<file path="config.mk">
export PLATFORM = sky130hd
export DESIGN_NAME = piecewise_linear_colormap
export DESIGN_NICKNAME = d
export VERILOG_FILES = /design/src/hdl/plcm_pkg.sv /design/src/hdl/plcm_front.sv /design/src/hdl/plcm_queue.sv /design/src/hdl/plcm_back.sv /design/src/hdl/piecewise_linear_colormap.sv
export SDC_FILE = /design/constraint.sdc
export NUM_CORES = 2
export LEC_CHECK = 0
export BUFFER_PORTS_ARGS = -buffer_cell sky130_fd_sc_hd__buf_2
export CAP_MARGIN = 10
export CORE_UTILIZATION = 65
export CTS_BUF_LIST = sky130_fd_sc_hd__clkbuf_8
export DETAILED_ROUTE_END_ITERATION = 10
export GPL_TIMING_DRIVEN = 0
export PLACE_DENSITY = 0.82
export SLEW_MARGIN = 30
export SYNTH_ARGS = -nofsm -noshare
export SYNTH_HDL_FRONTEND = slang
export SYNTH_SLANG_ARGS = --single-unit
</file>
<file path="constraint.sdc">
create_clock -name clk -period 27.8 [get_ports clk]
set_clock_uncertainty 0.1 [all_clocks]
set_input_delay 5.56 -clock clk [delete_from_list [all_inputs] [get_ports clk]]
set_output_delay 5.56 -clock clk [all_outputs]
set_load 0.01 [all_outputs]
</file>
<file path="src/hdl/plcm_pkg.sv">
// ----------------------------------------------------------------------------
// plcm_pkg
// Shared constants, types and palette tables of the colormap block.
// ----------------------------------------------------------------------------
package plcm_pkg;

    localparam int SAMPLE_WIDTH_DEF = 32;
    localparam int FRAC_BITS_DEF    = 16;
    localparam int QUEUE_DEPTH      = 4;
    localparam int CFG_IDX_W        = 2;
    localparam int CHAN_W           = 8;
    localparam int MODE_W           = 4;
    localparam int KNOT_IDX_W       = 3;
    localparam int MAX_KNOTS        = 5;

    localparam logic [MODE_W-1:0] PAL_NONE = 4'd8;

    typedef enum logic [CFG_IDX_W-1:0] {
        REG_PALETTE_MODE = 2'd0,
        REG_INVERT       = 2'd1,
        REG_WINDOW_LOW   = 2'd2,
        REG_WINDOW_HIGH  = 2'd3
    } cfg_reg_t;

    typedef enum logic [MODE_W-1:0] {
        PAL_GRAY      = 4'd0,
        PAL_RED_BLUE  = 4'd1,
        PAL_BRW       = 4'd2,
        PAL_BBW       = 4'd3,
        PAL_BYW       = 4'd4,
        PAL_BLUE_WH   = 4'd5,
        PAL_BLACKBODY = 4'd6,
        PAL_SPECTRUM  = 4'd7
    } palette_t;

    typedef struct packed {
        logic [2:0]        quarter;
        logic [CHAN_W-1:0] r;
        logic [CHAN_W-1:0] g;
        logic [CHAN_W-1:0] b;
    } knot_t;

    typedef struct packed {
        logic empty;
        logic full;
    } queue_status_t;

    function automatic knot_t mk(input logic [2:0] q, input logic [7:0] r,
                                 input logic [7:0] g, input logic [7:0] b);
        knot_t k;
        k.quarter = q;
        k.r = r;
        k.g = g;
        k.b = b;
        return k;
    endfunction

    // number of knots, zero for an empty palette
    function automatic logic [KNOT_IDX_W-1:0] palette_count(input logic [MODE_W-1:0] mode);
        logic [KNOT_IDX_W-1:0] c;
        c = '0;
        if (mode < PAL_NONE)
        begin
            unique case (palette_t'(mode[2:0]))
                PAL_GRAY, PAL_RED_BLUE: c = 3'd2;
                PAL_BRW, PAL_BBW, PAL_BYW, PAL_BLUE_WH: c = 3'd3;
                PAL_BLACKBODY: c = 3'd4;
                PAL_SPECTRUM:  c = 3'd5;
                default:       c = '0;
            endcase
        end
        return c;
    endfunction

    function automatic knot_t palette_knot(input logic [MODE_W-1:0] mode,
                                           input logic [KNOT_IDX_W-1:0] idx);
        knot_t k;
        k = '0;
        unique case (palette_t'(mode[2:0]))
            PAL_GRAY:
                k = (idx == 3'd0) ? mk(3'd0, 8'd0, 8'd0, 8'd0) : mk(3'd4, 8'd255, 8'd255, 8'd255);
            PAL_RED_BLUE:
                k = (idx == 3'd0) ? mk(3'd0, 8'd255, 8'd0, 8'd0) : mk(3'd4, 8'd0, 8'd0, 8'd255);
            PAL_BRW:
                k = (idx == 3'd0) ? mk(3'd0, 8'd0, 8'd0, 8'd0) :
                    (idx == 3'd1) ? mk(3'd2, 8'd255, 8'd0, 8'd0) :
                                    mk(3'd4, 8'd255, 8'd255, 8'd255);
            PAL_BBW:
                k = (idx == 3'd0) ? mk(3'd0, 8'd0, 8'd0, 8'd0) :
                    (idx == 3'd1) ? mk(3'd2, 8'd0, 8'd0, 8'd255) :
                                    mk(3'd4, 8'd255, 8'd255, 8'd255);
            PAL_BYW:
                k = (idx == 3'd0) ? mk(3'd0, 8'd0, 8'd0, 8'd0) :
                    (idx == 3'd1) ? mk(3'd2, 8'd255, 8'd255, 8'd0) :
                                    mk(3'd4, 8'd255, 8'd255, 8'd255);
            PAL_BLUE_WH:
                k = (idx == 3'd0) ? mk(3'd0, 8'd0, 8'd0, 8'd255) :
                    (idx == 3'd1) ? mk(3'd2, 8'd0, 8'd255, 8'd255) :
                                    mk(3'd4, 8'd255, 8'd255, 8'd255);
            PAL_BLACKBODY:
                k = (idx == 3'd0) ? mk(3'd0, 8'd128, 8'd0, 8'd0) :
                    (idx == 3'd1) ? mk(3'd1, 8'd255, 8'd0, 8'd0) :
                    (idx == 3'd2) ? mk(3'd2, 8'd255, 8'd255, 8'd0) :
                                    mk(3'd4, 8'd255, 8'd255, 8'd255);
            PAL_SPECTRUM:
                k = (idx == 3'd0) ? mk(3'd0, 8'd0, 8'd0, 8'd255) :
                    (idx == 3'd1) ? mk(3'd1, 8'd0, 8'd255, 8'd255) :
                    (idx == 3'd2) ? mk(3'd2, 8'd0, 8'd255, 8'd0) :
                    (idx == 3'd3) ? mk(3'd3, 8'd255, 8'd255, 8'd0) :
                                    mk(3'd4, 8'd255, 8'd0, 8'd0);
            default: k = '0;
        endcase
        return k;
    endfunction

endpackage

</file>
<file path="src/hdl/plcm_front.sv">
// ----------------------------------------------------------------------------
// plcm_front
// Input register: takes a sample and forms the window offsets.
// ----------------------------------------------------------------------------
module plcm_front #(
    parameter int SAMPLE_WIDTH = plcm_pkg::SAMPLE_WIDTH_DEF
) (
    input  logic                      clk,
    input  logic                      rst_n,
    input  logic                      in_valid,
    output logic                      in_ready,
    input  logic [SAMPLE_WIDTH-1:0]   sample,
    input  logic [SAMPLE_WIDTH-1:0]   window_low,
    input  logic [SAMPLE_WIDTH-1:0]   window_high,
    output logic                      push,
    input  logic                      queue_full,
    output logic [2*SAMPLE_WIDTH+1:0] word
);

    logic                    valid_reg;
    logic [SAMPLE_WIDTH:0]   num_reg;
    logic [SAMPLE_WIDTH:0]   den_reg;
    logic [SAMPLE_WIDTH:0]   num_next;
    logic [SAMPLE_WIDTH:0]   den_next;

    assign push     = valid_reg && !queue_full;
    assign in_ready = !valid_reg || !queue_full;
    assign word     = {den_reg, num_reg};

    always_comb
    begin
        num_next = {sample[SAMPLE_WIDTH-1], sample}
                 - {window_low[SAMPLE_WIDTH-1], window_low};
        den_next = {window_high[SAMPLE_WIDTH-1], window_high}
                 - {window_low[SAMPLE_WIDTH-1], window_low};
    end

    always_ff @(posedge clk or negedge rst_n)
    begin
        if (!rst_n)
        begin
            valid_reg <= 1'b0;
        end
        else if (in_ready)
        begin
            valid_reg <= in_valid;
        end
    end

    always_ff @(posedge clk)
    begin
        if (in_ready && in_valid)
        begin
            num_reg <= num_next;
            den_reg <= den_next;
        end
    end

endmodule

</file>
<file path="src/hdl/plcm_queue.sv">
// ----------------------------------------------------------------------------
// plcm_queue
// Short first-in first-out queue between the front and back parts.
// ----------------------------------------------------------------------------
module plcm_queue #(
    parameter int WIDTH = 66,
    parameter int DEPTH = plcm_pkg::QUEUE_DEPTH
) (
    input  logic                   clk,
    input  logic                   rst_n,
    input  logic                   push,
    input  logic [WIDTH-1:0]       push_word,
    input  logic                   pop,
    output logic [WIDTH-1:0]       pop_word,
    output plcm_pkg::queue_status_t status
);

    localparam int PTR_W = (DEPTH > 1) ? $clog2(DEPTH) : 1;

    logic [WIDTH-1:0]   mem [DEPTH];
    logic [PTR_W-1:0]   wr_ptr_reg;
    logic [PTR_W-1:0]   rd_ptr_reg;
    logic [PTR_W:0]     count_reg;

    assign status.empty = (count_reg == '0);
    assign status.full  = (count_reg == (PTR_W+1)'(DEPTH));
    assign pop_word     = mem[rd_ptr_reg];

    always_ff @(posedge clk)
    begin
        if (push)
        begin
            mem[wr_ptr_reg] <= push_word;
        end
    end

    always_ff @(posedge clk or negedge rst_n)
    begin
        if (!rst_n)
        begin
            wr_ptr_reg <= '0;
            rd_ptr_reg <= '0;
            count_reg  <= '0;
        end
        else
        begin
            if (push)
            begin
                wr_ptr_reg <= (wr_ptr_reg == PTR_W'(DEPTH-1)) ? '0 : wr_ptr_reg + 1'b1;
            end
            if (pop)
            begin
                rd_ptr_reg <= (rd_ptr_reg == PTR_W'(DEPTH-1)) ? '0 : rd_ptr_reg + 1'b1;
            end
            count_reg <= count_reg + (PTR_W+1)'(push) - (PTR_W+1)'(pop);
        end
    end

endmodule

</file>
<file path="src/hdl/plcm_back.sv">
// ----------------------------------------------------------------------------
// plcm_back
// Divider pipeline for the position, then palette segment and blend.
// ----------------------------------------------------------------------------
module plcm_back #(
    parameter int SAMPLE_WIDTH       = plcm_pkg::SAMPLE_WIDTH_DEF,
    parameter int POSITION_FRAC_BITS = plcm_pkg::FRAC_BITS_DEF
) (
    input  logic                            clk,
    input  logic                            rst_n,
    input  logic                            queue_empty,
    input  logic [2*SAMPLE_WIDTH+1:0]       word,
    output logic                            pop,
    input  logic [plcm_pkg::MODE_W-1:0]     palette_mode,
    input  logic                            invert,
    output logic                            out_valid,
    input  logic                            out_ready,
    output logic [3*plcm_pkg::CHAN_W-1:0]   out_data
);

    localparam int SW    = SAMPLE_WIDTH;
    localparam int F     = POSITION_FRAC_BITS;
    localparam int LAST  = F + 2;
    localparam int PW    = plcm_pkg::CHAN_W + F + 1;
    localparam int CW    = plcm_pkg::CHAN_W;
    localparam logic [F:0] POS_ONE = (F+1)'(1) << F;

    logic              adv;
    logic [LAST:0]     vld_reg;

    // divider stages 0..F
    logic [SW:0]       rem_reg  [F+1];
    logic [SW:0]       dvs_reg  [F+1];
    logic [F-1:0]      quo_reg  [F+1];
    logic              full_reg [F+1];

    logic signed [SW:0] num;
    logic signed [SW:0] den;
    logic [SW:0]        n_abs;
    logic [SW:0]        d_abs;

    // blend stage
    logic [PW-1:0]     p0_reg [3];
    logic [PW-1:0]     p1_reg [3];
    logic [1:0]        sh_reg;
    logic [CW-1:0]     col_reg [3];

    logic [F:0]        x;
    logic [F:0]        x0;
    logic [F:0]        x1;
    logic [1:0]        sh;
    plcm_pkg::knot_t   k0;
    plcm_pkg::knot_t   k1;
    logic [PW-1:0]     p0_next [3];
    logic [PW-1:0]     p1_next [3];

    assign adv       = !vld_reg[LAST] || out_ready;
    assign pop       = adv && !queue_empty;
    assign out_valid = vld_reg[LAST];
    assign out_data  = {col_reg[2], col_reg[1], col_reg[0]};

    assign num   = word[SW:0];
    assign den   = word[2*SW+1:SW+1];
    assign n_abs = num[SW] ? -num : num;
    assign d_abs = den[SW] ? -den : den;

    always_ff @(posedge clk or negedge rst_n)
    begin
        if (!rst_n)
        begin
            vld_reg <= '0;
        end
        else if (adv)
        begin
            vld_reg <= {vld_reg[LAST-1:0], !queue_empty};
        end
    end

    // classify: trivial zero, saturated one, or a true fraction
    always_ff @(posedge clk)
    begin
        if (adv)
        begin
            quo_reg[0] <= '0;
            if (den == '0 || num == '0 || (num[SW] != den[SW]))
            begin
                rem_reg[0]  <= '0;
                dvs_reg[0]  <= (SW+1)'(1);
                full_reg[0] <= 1'b0;
            end
            else
            begin
                rem_reg[0]  <= n_abs;
                dvs_reg[0]  <= d_abs;
                full_reg[0] <= (n_abs >= d_abs);
            end
        end
    end

    // one quotient bit per stage
    for (genvar i = 1; i <= F; i++)
    begin : g_div
        logic [SW+1:0] r2;
        assign r2 = {rem_reg[i-1], 1'b0};
        always_ff @(posedge clk)
        begin
            if (adv)
            begin
                dvs_reg[i]  <= dvs_reg[i-1];
                full_reg[i] <= full_reg[i-1];
                if (!full_reg[i-1] && r2 >= {1'b0, dvs_reg[i-1]})
                begin
                    rem_reg[i] <= (SW+1)'(r2 - {1'b0, dvs_reg[i-1]});
                    quo_reg[i] <= {quo_reg[i-1][F-2:0], 1'b1};
                end
                else
                begin
                    rem_reg[i] <= r2[SW:0];
                    quo_reg[i] <= {quo_reg[i-1][F-2:0], 1'b0};
                end
            end
        end
    end

    function automatic logic [2:0] palette_knot_q(input logic [2:0] idx);
        plcm_pkg::knot_t k;
        k = plcm_pkg::palette_knot(palette_mode, idx);
        return k.quarter;
    endfunction

    // segment search over the knots of the selected palette
    always_comb
    begin
        logic [F:0]                     xp;
        logic [plcm_pkg::KNOT_IDX_W-1:0] cnt;
        logic [plcm_pkg::KNOT_IDX_W-1:0] seg;
        logic                           done;
        logic [F:0]                     kp;
        logic [2:0]                     span;
        xp   = full_reg[F] ? POS_ONE : {1'b0, quo_reg[F]};
        x    = invert ? POS_ONE - xp : xp;
        cnt  = plcm_pkg::palette_count(palette_mode);
        seg  = '0;
        done = 1'b0;
        kp   = '0;
        for (int i = 1; i < plcm_pkg::MAX_KNOTS; i++)
        begin
            if (!done && 3'(i) < cnt)
            begin
                seg = 3'(i - 1);
                kp  = (F+1)'(palette_knot_q(3'(i))) << (F - 2);
                if (kp >= x)
                begin
                    done = 1'b1;
                end
            end
        end
        k0   = plcm_pkg::palette_knot(palette_mode, seg);
        k1   = plcm_pkg::palette_knot(palette_mode, seg + 1'b1);
        if (cnt == '0)
        begin
            k0 = '0;
            k1 = '0;
        end
        x0   = (F+1)'(k0.quarter) << (F - 2);
        x1   = (F+1)'(k1.quarter) << (F - 2);
        span = k1.quarter - k0.quarter;
        sh   = (span == 3'd4) ? 2'd2 : (span == 3'd2) ? 2'd1 : 2'd0;
        p0_next[0] = PW'(k0.r) * PW'(x1 - x);
        p1_next[0] = PW'(k1.r) * PW'(x - x0);
        p0_next[1] = PW'(k0.g) * PW'(x1 - x);
        p1_next[1] = PW'(k1.g) * PW'(x - x0);
        p0_next[2] = PW'(k0.b) * PW'(x1 - x);
        p1_next[2] = PW'(k1.b) * PW'(x - x0);
    end

    always_ff @(posedge clk)
    begin
        if (adv)
        begin
            sh_reg <= sh;
            for (int c = 0; c < 3; c++)
            begin
                p0_reg[c] <= p0_next[c];
                p1_reg[c] <= p1_next[c];
            end
        end
    end

    // span is a power of two quarters, so the divide is a shift
    always_ff @(posedge clk)
    begin
        if (adv)
        begin
            for (int c = 0; c < 3; c++)
            begin
                col_reg[c] <= CW'(({1'b0, p0_reg[c]} + {1'b0, p1_reg[c]})
                                  >> ((F - 2) + int'(sh_reg)));
            end
        end
    end

endmodule

</file>
<file path="src/hdl/piecewise_linear_colormap.sv">
// ----------------------------------------------------------------------------
// piecewise_linear_colormap
// False-color map of a signed sample stream to 8-bit RGB words.
// ----------------------------------------------------------------------------
// Takes one sample word per clock while s_tready is high and returns one RGB
// word per sample, in order. A sample passes through the input register, the
// queue, the classify stage, one restoring-divider stage per position bit,
// the multiply stage and the output register. The four-word queue lets the
// input side keep accepting while the output is stalled. Configuration
// writes are taken at any time and must be made while no sample is in
// flight.
// ----------------------------------------------------------------------------
module piecewise_linear_colormap #(
    parameter int SAMPLE_WIDTH       = plcm_pkg::SAMPLE_WIDTH_DEF,
    parameter int POSITION_FRAC_BITS = plcm_pkg::FRAC_BITS_DEF
) (
    input  logic                               clk,
    input  logic                               rst_n,
    input  logic                               s_tvalid,
    output logic                               s_tready,
    input  logic [((SAMPLE_WIDTH+7)/8)*8-1:0]  s_tdata,   // sample
    output logic                               m_tvalid,
    input  logic                               m_tready,
    output logic [3*plcm_pkg::CHAN_W-1:0]      m_tdata,   // red, green, blue
    input  logic                               cfg_valid,
    output logic                               cfg_ready,
    input  logic [plcm_pkg::CFG_IDX_W-1:0]     cfg_index,
    input  logic [SAMPLE_WIDTH-1:0]            cfg_data
);

    localparam int QW = 2 * SAMPLE_WIDTH + 2;

    logic [plcm_pkg::MODE_W-1:0] palette_mode_reg;
    logic                        invert_reg;
    logic [SAMPLE_WIDTH-1:0]     window_low_reg;
    logic [SAMPLE_WIDTH-1:0]     window_high_reg;

    logic                        push;
    logic                        pop;
    logic [QW-1:0]               push_word;
    logic [QW-1:0]               pop_word;
    plcm_pkg::queue_status_t     qstat;

    assign cfg_ready = 1'b1;

    always_ff @(posedge clk or negedge rst_n)
    begin
        if (!rst_n)
        begin
            palette_mode_reg <= plcm_pkg::PAL_NONE;
            invert_reg       <= 1'b0;
            window_low_reg   <= '0;
            window_high_reg  <= SAMPLE_WIDTH'(255);
        end
        else if (cfg_valid)
        begin
            unique case (plcm_pkg::cfg_reg_t'(cfg_index))
                plcm_pkg::REG_PALETTE_MODE: palette_mode_reg <= cfg_data[plcm_pkg::MODE_W-1:0];
                plcm_pkg::REG_INVERT:       invert_reg       <= cfg_data[0];
                plcm_pkg::REG_WINDOW_LOW:   window_low_reg   <= cfg_data;
                plcm_pkg::REG_WINDOW_HIGH:  window_high_reg  <= cfg_data;
                default: ;
            endcase
        end
    end

    plcm_front #(
        .SAMPLE_WIDTH (SAMPLE_WIDTH)
    ) u_front (
        .clk         (clk),
        .rst_n       (rst_n),
        .in_valid    (s_tvalid),
        .in_ready    (s_tready),
        .sample      (s_tdata[SAMPLE_WIDTH-1:0]),
        .window_low  (window_low_reg),
        .window_high (window_high_reg),
        .push        (push),
        .queue_full  (qstat.full),
        .word        (push_word)
    );

    plcm_queue #(
        .WIDTH (QW),
        .DEPTH (plcm_pkg::QUEUE_DEPTH)
    ) u_queue (
        .clk       (clk),
        .rst_n     (rst_n),
        .push      (push),
        .push_word (push_word),
        .pop       (pop),
        .pop_word  (pop_word),
        .status    (qstat)
    );

    plcm_back #(
        .SAMPLE_WIDTH       (SAMPLE_WIDTH),
        .POSITION_FRAC_BITS (POSITION_FRAC_BITS)
    ) u_back (
        .clk          (clk),
        .rst_n        (rst_n),
        .queue_empty  (qstat.empty),
        .word         (pop_word),
        .pop          (pop),
        .palette_mode (palette_mode_reg),
        .invert       (invert_reg),
        .out_valid    (m_tvalid),
        .out_ready    (m_tready),
        .out_data     (m_tdata)
    );

    // queue can never be full and empty at once
    a_queue_state: assert property (@(posedge clk) disable iff (!rst_n)
        !(qstat.full && qstat.empty))
        else $error("queue full and empty together");

    // a word pushed into the queue is there on the next cycle
    a_push_lands: assert property (@(posedge clk) disable iff (!rst_n)
        push |=> !qstat.empty)
        else $error("pushed word lost");

    // input stalls only when the front register holds a word it cannot pass on
    a_stall_cause: assert property (@(posedge clk) disable iff (!rst_n)
        !s_tready |-> qstat.full)
        else $error("input stalled with room in the queue");

endmodule
</file>
**After elaboration in Yosys (flattened, before gate mapping)**

Memories as Yosys holds them, arrays and structs flattened.
Cells that the tools add are included.
Widths: inputs -> output; s select.

- Bitwise logic cells: 35
- Equal/unequal tests: 22
- Magnitude comparators: 25
- Multiplexer cells: 199
- $add $sub $neg: 33
- Reduce and logical (&&, ||, !) cells: 61
- Shift operators: 3
- Multipliers: 6

Operators with widths:

| operator | number |
|---|---|
| $mux 27 | 39 |
| $mux 33 | 20 |
| $ge 34x33->1 | 16 |
| $sub 33x33->33 | 16 |
| $pmux 27 s8 | 2 |
| $mux 16 | 16 |
| $mul 8x25->25 | 6 |
| $mux 1 | 115 |
| $shr 26x32->8 | 3 |
| $add 25x25->26 | 3 |
| $logic_not 33->1 | 2 |
| $neg 33->33 | 2 |
| $sub 32x32->33 | 2 |
| $ge 17x17->1 | 3 |
| $sub 17x17->18 | 2 |
| $or 1x1->1 | 35 |
| $mux 17 | 2 |
| $ge 33x33->1 | 1 |
| $logic_not 1->1 | 23 |
| $logic_and 1x1->1 | 22 |
| $eq 3x3->1 const B | 6 |
| $sub 17x17->17 const A | 1 |
| $eq 3x2->1 const B | 5 |
| $logic_not 3->1 | 5 |
| 19 further kinds | 37 |

- Word-level logic and storage cells: 408
- Bits in writable memories: 1849
- Memory bits (read-only): 664
- Input bits: 71
- Register bits after elaboration: 164
- Output and inout port bits: 27
- Memories: 12

Memories:

| memory | depth | bits a word | rd ports | clocked after Yosys merged registers in | wr ports | line | source |
|---|---|---|---|---|---|---|---|
| u_back.dvs_reg | 17 | 33 | 16 | 0 | 17 | plcm_back.sv:33 | `logic [SW:0] dvs_reg [F+1];` |
| u_back.rem_reg | 17 | 33 | 16 | 0 | 17 | plcm_back.sv:32 | `logic [SW:0] rem_reg [F+1];` |
| u_back.quo_reg | 17 | 16 | 17 | 0 | 17 | plcm_back.sv:34 | `logic [F-1:0] quo_reg [F+1];` |
| u_queue.mem | 4 | 66 | 1 | 0 | 1 | plcm_queue.sv:20 | `logic [WIDTH-1:0] mem [DEPTH];` |
| (name not given) | 8 | 27 | 1 | 0 | 0 | plcm_pkg.sv:79 | `unique case (palette_t'(mode[2:0]))` |
| (name not given) | 8 | 27 | 1 | 0 | 0 | plcm_pkg.sv:79 |  |
| +6 memories | -- | -- | -- | -- | -- | -- |  |

**Logic depth before layout (Yosys ltp)**

- Depth in word-level cells: 33
- Gate-level depth with buffers: 54
- Depth with buffers taken out: 49

**Cells and area by module**

Synthesis repeated with hierarchy kept, for this count alone.

- Cell total of the unflattened synthesis: 10675
- Area total of the unflattened synthesis: 120043.9 um^2

Modules (own cells, without submodules):

| module | cells an instance | area an instance (um^2) | times used | seq. area each (um^2) |
|---|---|---|---|---|
| plcm_back | 9580 | 102049.1 | 1 | 42055.3 |
| plcm_queue | 381 | 9955.8 | 1 | 8102.8 |
| plcm_front | 564 | 5450.2 | 1 | 2006.9 |
| piecewise_linear_colormap | 150 | 2588.7 | 1 | 1737.9 |

**Worst setup path before layout**

OpenSTA, ideal clock, no wires.

- Kind: input-to-reg
- From: in m_tready
- To: mem u_back.dvs_reg[0][0] (netlist name), enable pin
- Setup slack: 1.255 ns
- Stages on the path: 5
- Arrival: 25.114 ns
- Library setup time: 1.330 ns
- Path through: nor2b_1 inv_1 clkbuf_1 clkbuf_1 buf_1

RTL lines:

| what | line | source |
|---|---|---|
| from (decl) | piecewise_linear_colormap.sv:23 | `input logic m_tready,` |
| to (decl) | plcm_back.sv:33 |  |

==> results.sh <==
export IMPL_numCtsBuffers=321
export IMPL_arrival_ps=15290
export IMPL_dieArea_sq_mm=0.184
export IMPL_drc_errors=3
export IMPL_cts_resized=0
export IMPL_ant_nets=0
export IMPL_syn_inst=10519
export IMPL_violations="DRC"
export IMPL_final_area_sq_mm=0.129
export IMPL_ys_seq_area_share_pct=45.5
export IMPL_synth_area_sq_mm=0.119
export IMPL_yosysWarnings=0
export IMPL_synth_xor_area_share_pct=5.07
export IMPL_grt_pass1_vias=83960
export IMPL_drv_cap=0
export IMPL_multi_input_area_sq_mm=0.0580
export IMPL_setup_viol=0
export IMPL_synth_simple_area_share_pct=9.21
export IMPL_final_nets=12523
export IMPL_overflow=0
export IMPL_synth_top_family_by_area="adder cells"
export IMPL_via_count=80625
export IMPL_report_final_slew_viol_count=0
export IMPL_synthArstFlopShare_pct=5.30
export IMPL_path_clk_slew_ps=60
export IMPL_cts_tree="done"
export IMPL_h_tree_depth=5
export IMPL_root_buffer="clkbuf_8"
export IMPL_regArea_sq_mm=0.0539
export IMPL_synth_fa_ha_area_share_pct=19.0
export IMPL_grt_pass1_wl_um=437000
export IMPL_die_h_um=429
export IMPL_ctsLongestPathBuffers=4
export IMPL_cp_max_fo=10
export IMPL_r2r_cells=46
export IMPL_drtIter0Drc=5673
export IMPL_cp_end_kind="flip-flop"
export IMPL_post_cts_buffers=0
export IMPL_grt_total_usage_pct=30.0
export IMPL_synth_seq_cells=1811
export IMPL_min_path_type="reg2reg"
export IMPL_io_buffer_count=96
export IMPL_drt_first_pass_iters=9
export IMPL_rsz0062_at_grt="false"
export IMPL_max_stage_delay_ps=730
export IMPL_yosysTopAreaCell="edfxtp_1"
export IMPL_clk_latency_ps=1080
export IMPL_die_x_um=429
export IMPL_reg2reg_slack_ps=13200
export IMPL_n_fill_cell=12349
export IMPL_finalCoreUtilization_pct=71.4
export IMPL_io_pins=98
export IMPL_fin_crit_sh_pct=52.5
export IMPL_holdPathStages=0
export IMPL_fmax_mhz=68.5
export IMPL_cp_start_kind="flip-flop"
export IMPL_drt_total_wl_um=276000
export IMPL_worst_slew_pin_slew_ps=1120
export IMPL_ys_types=108
export IMPL_drive_above_1_share_pct=9.93
export IMPL_worstSetupPathType="reg2reg"
export IMPL_cp_common_cell="inv_1"
export IMPL_area_growth_pct=9.01
export IMPL_yosys_area_top_type_share_pct=43.4
export IMPL_gp_congestion=1.00
export IMPL_synth_area_leaders="edfxtp_1, ha_1, fa_1"
export IMPL_drt_vias_per_instance=5.93
export IMPL_slowest_stage="nor2b_1"
export IMPL_fin_crit_ps=14600
export IMPL_hold_viol_final=0
export IMPL_hold_buffers=0
export IMPL_hpwl_um=215000
export IMPL_wl_per_cell_um=20.3
export IMPL_required_ps=28490
export IMPL_syn_nets=12058
export IMPL_status="finished with violations"
export IMPL_fp_row_count=156
export IMPL_cts_sinks=1811
export IMPL_synthFlopType="edfxtp_1"
export IMPL_placed_area_sq_mm=0.123
export IMPL_synth_compound_area_share_pct=10.8
export IMPL_synth_area_per_cell_sq_um=11.3
export IMPL_grt_start_max_net_pins=96
export IMPL_core_area_sq_mm=0.181
export IMPL_maxSlewHeadroom_pct=24.7
export IMPL_muxShareOfSynthArea_pct=4.71
export IMPL_start_util_pct=65.5
export IMPL_synth_edff_count=1714
export IMPL_fin_setup_tns_ps=0
export IMPL_antenna_found_initial=8
[metal layers]
metal	vias up	share of wire (%)	GRT usage (%)
li1	37806	-	-
met4	0	6.0	17.5
met1	39161	37	34.1
met3	913	5.4	4.42
met2	2745	51	53.7
met5	-	0	0
[layout make-up]
cell class / count / share of cell area [%]
plain buffers: 185 / 0.588
flip-flops and latches: 1811 / 41.7
clock buffers: 333 / 3.55
multi-input cells: 6909 / 44.9
repair buffers: 142 / 1.20
diodes: 8 / 0.0155
well taps: 2370 / 2.29
clock inverters: 218 / 1.07
inverters: 1614 / 4.70
[cell usage after synthesis (64+ instances only)]
cell and number:
fa_1 548, dfrtp_1 87, xnor2_1 451, nor3_1 160, a21boi_0 75, nand2_1 652, nand2b_1 117, ha_1 920
o21a_1 102, nor2_1 616, xor2_1 235, nand4_1 89, nor2b_1 161, and2_1 87, a21oi_1 604, inv_1 1610
mux2_2 338, edfxtp_1 1714, a21o_1 282, mux4_2 64, o21ai_0 496, nand3_1 133, clkbuf_1 141
[stage by stage]
step / instances / hold WS [ps] / setup slack, ps
6_report: 13590 / 275 / 13200
5_1_grt: 13587 / 313 / 12430
4_1_cts: 13582 / 286 / 13480
3_5_place_dp: 13031 / 305 / 13560
3_3_place_gp: 12985 / 301 / -9150
2_1_floorplan: 10519 / 300 / 1260
[placed cells by master, fill, tap and decap left out, drive strengths merged, types with 59 or more instances in the layout]
cell	n
xor2	235
nor2	617
nand2	654
o21a	102
a21oi	605
xnor2	451
clkinv	107
mux2	338
nand3	133
nand2b	117
mux4	64
nand4	89
nor2b	161
a21boi	78
nor3	161
and2	89
inv	1693
o21ai	512
fa	548
a21o	282
buf	186
clkbuf	474
edfxtp	1714
o21bai	59
ha	920
dfrtp	87
[cell families after synthesis]
logic type	Yosys count
flops	1811
buf+inv	1799
fa+ha+maj	1469
other cells	1
xor+xnor	686
compound gates	2041
mux	436
simple gates	2276
[worst max-delay path: cells and delay by family, from the launching register on]
| family | cells | cell delay [ps] |
|---|---|---|
| buffers and inverters | 10 | 2480 |
| XOR/XNOR | 2 | 680 |
| AO/OA/AOI/OAI | 14 | 3510 |
| adder cells (fa/ha/maj) | 7 | 2880 |
| AND/OR/NAND/NOR | 13 | 4280 |
| flip-flops | 1 | 390 |
[path summary, 6_finish.rpt]
kind,start,to
max,u_back.full_reg[16],u_back.p0_reg[0][24]
min,u_back.quo_reg[14][5],u_back.quo_reg[15][6]
max reg2reg,u_back.full_reg[16],u_back.p0_reg[0][24]
min reg2reg,u_back.quo_reg[14][5],u_back.quo_reg[15][6]
max in group asynchronous,rst_n,window_high_reg[5]
min in group asynchronous,rst_n,window_low_reg[22]
Power is not shown: default switching activity piles up to over one toggle a cycle in this logic, so the estimate is an artifact.
